$ cat config.mk
export PLATFORM = sky130hd
export DESIGN_NAME = ifq_alu
export DESIGN_NICKNAME = d
export VERILOG_FILES = /design/src/rtl/ifq_pkg.sv /design/src/rtl/ifq_alu.sv
export SDC_FILE = /design/constraint.sdc
export NUM_CORES = 1
export LEC_CHECK = 0
export BUFFER_PORTS_ARGS = -buffer_cell sky130_fd_sc_hd__buf_2
export CAP_MARGIN = 10
export CORE_MARGIN = 10
export CORE_UTILIZATION = 50
export DETAILED_ROUTE_END_ITERATION = 6
export PLACE_DENSITY = 0.81
export RECOVER_POWER = 25
export SYNTH_ARGS = -nofsm -noshare
export SYNTH_HDL_FRONTEND = slang
export SYNTH_SLANG_ARGS = --single-unit
$ cat constraint.sdc
create_clock -name vclk -period 2.4
set_input_delay 0.12 -clock vclk [all_inputs]
set_output_delay 0.12 -clock vclk [all_outputs]
set_load 0.02 [all_outputs]
$ cat src/rtl/ifq_pkg.sv
package ifq_pkg;

	localparam int POS_W = 10;
	localparam int CMD_W = 4;
	localparam int ST_W  = 2;

	typedef enum logic [CMD_W-1:0] {
		CMD_ENQ    = 4'd0,
		CMD_DEQ    = 4'd1,
		CMD_PEEK   = 4'd2,
		CMD_LEN    = 4'd3,
		CMD_GET    = 4'd4,
		CMD_REM    = 4'd5,
		CMD_FIND   = 4'd6,
		CMD_CHG    = 4'd7,
		CMD_SORT   = 4'd8,
		CMD_CLR    = 4'd9,
		CMD_SUM    = 4'd10,
		CMD_REV    = 4'd11
	} cmd_t;

	typedef enum logic [ST_W-1:0] {
		ST_OK       = 2'd0,
		ST_EMPTY    = 2'd1,
		ST_FULL     = 2'd2,
		ST_NOTFOUND = 2'd3
	} status_t;

	typedef enum logic [1:0] {
		ALU_ADD = 2'd0,
		ALU_EQ  = 2'd1,
		ALU_GT  = 2'd2
	} alu_op_t;

endpackage

$ cat src/rtl/ifq_alu.sv
module ifq_alu #(
	parameter int DATA_WIDTH = 32
) (
	input  ifq_pkg::alu_op_t       op,
	input  logic [DATA_WIDTH-1:0]  a,
	input  logic [DATA_WIDTH-1:0]  b,
	output logic [DATA_WIDTH-1:0]  res,
	output logic                   flag
);

	always_comb begin
		res  = a + b;
		flag = 1'b0;
		unique case (op)
			ifq_pkg::ALU_ADD: flag = 1'b0;
			ifq_pkg::ALU_EQ:  flag = (a == b);
			ifq_pkg::ALU_GT:  flag = ($signed(a) > $signed(b));
			default:          flag = 1'b0;
		endcase
	end

endmodule

==> results.yml, run 1 <==
worst_setup_path:
  crit_path_frequent_cell: "buf_4"
  critPathKind: "in -> out"
  cp-start-kind: "input pin"
  cp_num_buf_inv: 4
  slowest_delay_ps: 310
  crit_fanout: 4
  crit_path_end_kind: "output port"
  cp_cell_sequence: "buf_2 > buf_4 > ha_1 > buf_4 > nand2b_1 > o2111ai_4 > a21oi_2 > o211ai_2 > o22ai_2 > a41oi_2 > xor2_1 > buf_4"
  arrival_ps: 2460
  critPathRequiredTime_ps: 2280
  slowest_stage: "o22ai_2"
  cp_top_family: "compound AO/OA/AOI/OAI gates"
  crit_cells: 12
finish:
  final_common_cell: "buf_4"
  diodes: 0
  layout.nets: 678
  ff_latch_area_um2: 0
  layout_common_cells: "94 x buf_4, 80 x buf_2, 56 x inv_1, 45 x ha_1, 30 x a21oi_1"
  clockBufferCount: 0
  fin_cells: 614
  drive_gt1_share_pct: 47.6
  syn2layout_area_growth_pct: 68.8
  n_sequential_cell: 0
synthesis:
  synth_mux_area_share_pct: 0.826
  ys_warn_count: 0
  ys_types: 51
  synth-compound-area-share_pct: 27.1
  synth.avg_cell_area_um2: 7.04
  netlist_area_um2: 2570
  synth_top_family_by_area: "adder cells"
  synthSimpleGateAreaFrac_pct: 20.2
  synthAdderAreaFrac_pct: 32.4
  seq_area_frac_synth_pct: 0
  syn_inst: 366
  syn_nets: 498
  yosys.area_share.xor_xnor_pct: 9.18
power:
  peakVddDrop_mv: 0.284
  powerDensity_nw_per_um2: 320
  p_leak_nw: 2.14
  power.total_w: 0.00139
grt:
  grt_overflow: 0
  grt_pass1_vias: 3436
  grt_max_degree: 8
  antenna_found_initial: 0
  grtUsageTotal_pct: 20.9
  grt_pass1_wl_um: 15600
run:
  cap_violations: 0
drt:
  firstDrtPassIters: 5
  final_antenna_net_count: 0
  wire_per_inst_um: 19.9
  via_per_inst: 6.01
  drtIter0Drc: 329
  num_vias: 3693
  drc: 0
  wirelength_um: 12200
timing:
  fmax_ghz: 0.387
  layout_setup_ws_ps: -181
  setup_viol: 13
  min_period_ps: 2580
  relSlewSlack_pct: 69.7
  worstMarginPinSlew_ps: 451
  period_share_pct: 108
  maxSlewViolCount: 0
  hold_violations: 0
  rsz0062_at_grt: "true"
clocking:
  hold_buffers: 0
placed_design:
  gp_congestion: 0.939
  dp.cells: 602
  dp_slack_ps: -214
  io_buffers: 99
  hpwlAfterDp_um: 7700
die:
  core-area_um2: 5040
  die_w_um: 91.8
  die_h_um: 91.8
  ios: 99
  rows: 26
  dieArea_um2: 8420
  initial_core_util_pct: 51.1
hold_path:
  hold_depth: 4
  min_path_type: "in -> out"
outcome:
  outcome: "finished, violations left"
  violations: "setup timing"
repair_timing:
action,CTS,global route
pin swaps,13,35
endpoints found under the setup margin,14,18
hold endpoints to repair,0,0
gates resized for setup,28,84
buffers inserted,3,10
metal layers:
metal	wire, µm	global-route usage [%]	vias to the layer above
met3	963	3.02	81
met2	5990	40.4	251
met5	0	0	-
li1	-	-	1650
met4	812	3.98	0
met1	4460	23.6	1711
path summary, 6_finish.rpt:
| path | slack (ps) | to | startpoint |
|---|---|---|---|
| setup / recovery | -180 | res[30] | a[3] |
| hold / removal | 640 | flag | op[1] |
stage by stage:
stage | hold slack (ps) | cell area, µm² | TNS [ps] | util [%]
3_5_place_dp | 643 | 3680 | -1060 | 73.1
2_1_floorplan | 423 | 2570 | 0 | -
5_1_grt | 676 | 4350 | -2100 | 86.2
3_3_place_gp | 623 | 3680 | -658 | 73.1
6_report | 643 | 4350 | -1030 | 86.2
4_1_cts | 643 | 3880 | -11.2 | 77.0
power breakdown:
part / internal (W) / switching, W
clock network: 0 / 0
logic: 0.000608 / 0.000783
registers: 0 / 0
total: 0.000608 / 0.000783
cell type report:
| type | instances | area, µm² |
|---|---|---|
| well taps | 70 | 87.6 |
| repair buffers | 184 | 1200 |
| inverters | 65 | 249 |
| fillers | 264 | 696 |
| multi-input cells | 295 | 2810 |
cell usage after synthesis, types with 3 or more instances:
master    count  share of area, %
o211ai_1      4               1.2
o41ai_1       4               1.4
o31ai_1       3              0.87
o21ai_0       9               1.7
a41oi_1       3               1.0
nor3b_1       3              0.87
nand2b_1      8               1.9
nor2_1       23               3.4
xnor2_1      24               8.2
nor4_1        5               1.2
nand2_1      22               3.2
nor3_1        7               1.4
nor2b_1      12               2.9
nand4_1       6               1.5
inv_1        65               9.5
clkbuf_1      6              0.87
a311oi_1      5               1.7
nand3_1       8               1.6
a21oi_1      36               7.0
ha_1         65                32
a31oi_1       3              0.73
o21bai_1      5               1.5
xor2_1        3               1.0
kinds of logic after synthesis:
group,after synthesis
AND/OR/NAND/NOR,102
AO/OA/AOI/OAI,98
buffers and inverters,71
adder cells (fa/ha/maj),66
XOR/XNOR,27
multiplexers,2
tightest hold or removal path, cell delays in order:
cell     delay [ps]
buf_2            90
ha_1            120
a21oi_1          40
buf_4           150
Note: power is estimated with default switching activity, not from simulation.
==> run 2: changes to the inputs <==
--- a/config.mk
+++ b/config.mk
@@ -10,7 +10,7 @@
 export CORE_MARGIN = 10
 export CORE_UTILIZATION = 50
 export DETAILED_ROUTE_END_ITERATION = 6
-export PLACE_DENSITY = 0.81
+export PLACE_DENSITY_LB_ADDON = 0.08
 export RECOVER_POWER = 25
 export SYNTH_ARGS = -nofsm -noshare
 export SYNTH_HDL_FRONTEND = slang
==> run 2 against run 1 <==
Effect of this change:
- the run still ends with setup timing left
- setup slack improved by 63 ps
- flip-flop and latch count did not move
- critical path depth did not move
- cell count rose by 0.65%
- core utilization rose by 5.1 points
- first-iteration DRC count rose by 19%
- clock-buffer cell count did not move
- routed wire length rose by 2.4%
- via count rose by 2.4%
- largest cell class unchanged
==> results.yml, run 2 (synthesized netlist as in run 1, its figures left out) <==
power:
  p_leak_nw: 2.20
  power.total_w: 0.00147
  peakVddDrop_mv: 0.232
  powerDensity_nw_per_um2: 319
drt:
  drc: 0
  wire_per_inst_um: 20.2
  via_per_inst: 6.12
  drtIter0Drc: 393
  final_antenna_net_count: 0
  firstDrtPassIters: 5
  num_vias: 3781
  wirelength_um: 12500
placed_design:
  io_buffers: 99
  hpwlAfterDp_um: 7250
  dp.cells: 589
  gp_congestion: 0.929
  dp_slack_ps: -174
timing:
  min_period_ps: 2520
  worstMarginPinSlew_ps: 501
  relSlewSlack_pct: 66.3
  maxSlewViolCount: 0
  holdWs_ps: 681
  setup_viol: 7
  period_share_pct: 105
  rsz0062_at_grt: "true"
  layout_setup_ws_ps: -118
  hold_violations: 0
  fmax_ghz: 0.397
outcome:
  violations: "setup timing"
  outcome: "finished, violations left"
clocking:
  hold_buffers: 0
grt:
  grt_overflow: 0
  grtUsageTotal_pct: 22.0
  grt_max_degree: 8
  grt_pass1_vias: 3666
  grt_pass1_wl_um: 16500
  antenna_found_initial: 0
finish:
  multi_input_area_um2: 2960
  fin_cells: 618
  layout.nets: 682
  drive_gt1_share_pct: 51.8
  ff_latch_area_um2: 0
  n_sequential_cell: 0
  layout_common_cells: "96 x buf_4, 70 x buf_2, 52 x inv_1, 34 x ha_1"
  syn2layout_area_growth_pct: 78.8
  n_fill_cell: 215
  clockBufferCount: 0
  diodes: 0
  final_common_cell: "buf_4"
die:
  die_h_um: 91.8
  dieArea_um2: 8420
  ios: 99
  die_w_um: 91.8
  rows: 26
  core-area_um2: 5040
  initial_core_util_pct: 51.1
worst_setup_path:
  arrival_ps: 2400
  cp-start-kind: "input pin"
  critPathKind: "in -> out"
  critPathRequiredTime_ps: 2280
  crit_path_end_kind: "output port"
  crit_fanout: 3
run:
  cap_violations: 0
hold_path:
  min_path_type: "in -> out"
[run 2: cell count changes in the layout (fill, tap and decap cells not counted), moves of 3 or more]
cell / change
inv_1: -4
a21oi_2: +4
buf_2: -10
ha_4: +12
buf_6: +8
ha_1: -11
a21oi_1: -4
buf_8: +3
[run 2: final cells by class]
type	count	share of cell area [%]
tap	70	1.90
timing repair buffer	188	28.2
inverter	65	5.52
multi-input combinational	295	64.3
[run 2: power breakdown]
group | switching (W) | internal, W | leakage [nW] | total (W)
combinational | 0.000806 | 0.000660 | 2.20 | 0.00147
sequential | 0 | 0 | 0 | 0
clock | 0 | 0 | 0 | 0
total | 0.000806 | 0.000660 | 2.20 | 0.00147
[run 2: worst paths after layout]
path	from	end	slack, ps	cells after the start
worst max-delay path	b[2]	res[19]	-120	12
worst min-delay path	op[1]	flag	680	4
[run 2: routing by layer]
| layer | global-route usage [%] | vias to the layer above | part of all wire, % |
|---|---|---|---|
| met5 | 0 | - | 0 |
| met4 | 7.84 | 0 | 5.3 |
| met3 | 4.07 | 77 | 8.4 |
| met2 | 37.5 | 272 | 48 |
| met1 | 26.9 | 1777 | 38 |
| li1 | - | 1655 | - |
[run 2: metrics by stage]
step                      util [%]  instance area, µm²  TNS, ps
after CTS                     80.8                4070    -64.6
after global routing          91.3                4600     -965
final                         91.3                4600     -342
after global placement        71.1                3590     -652
after floorplan                  -                2570        0
after detailed placement      71.1                3590    -1000
[run 2: repair_timing]
item | 4_1_cts | 5_1_grt
gates cloned | 0 | 0
endpoints found under the hold margin | 0 | 0
setup endpoints to repair | 13 | 17
pin swaps | 25 | 43
gates resized for setup | 65 | 94
buffers inserted | 21 | 10
[run 2: worst max-delay path: stages]
cell	delay, ps
buf_2	120
inv_1	100
ha_4	230
nand2b_4	80
o311ai_4	130
a2111oi_4	380
o21ai_2	140
buf_4	160
o41ai_4	440
a21oi_2	140
xnor2_1	180
buf_4	170
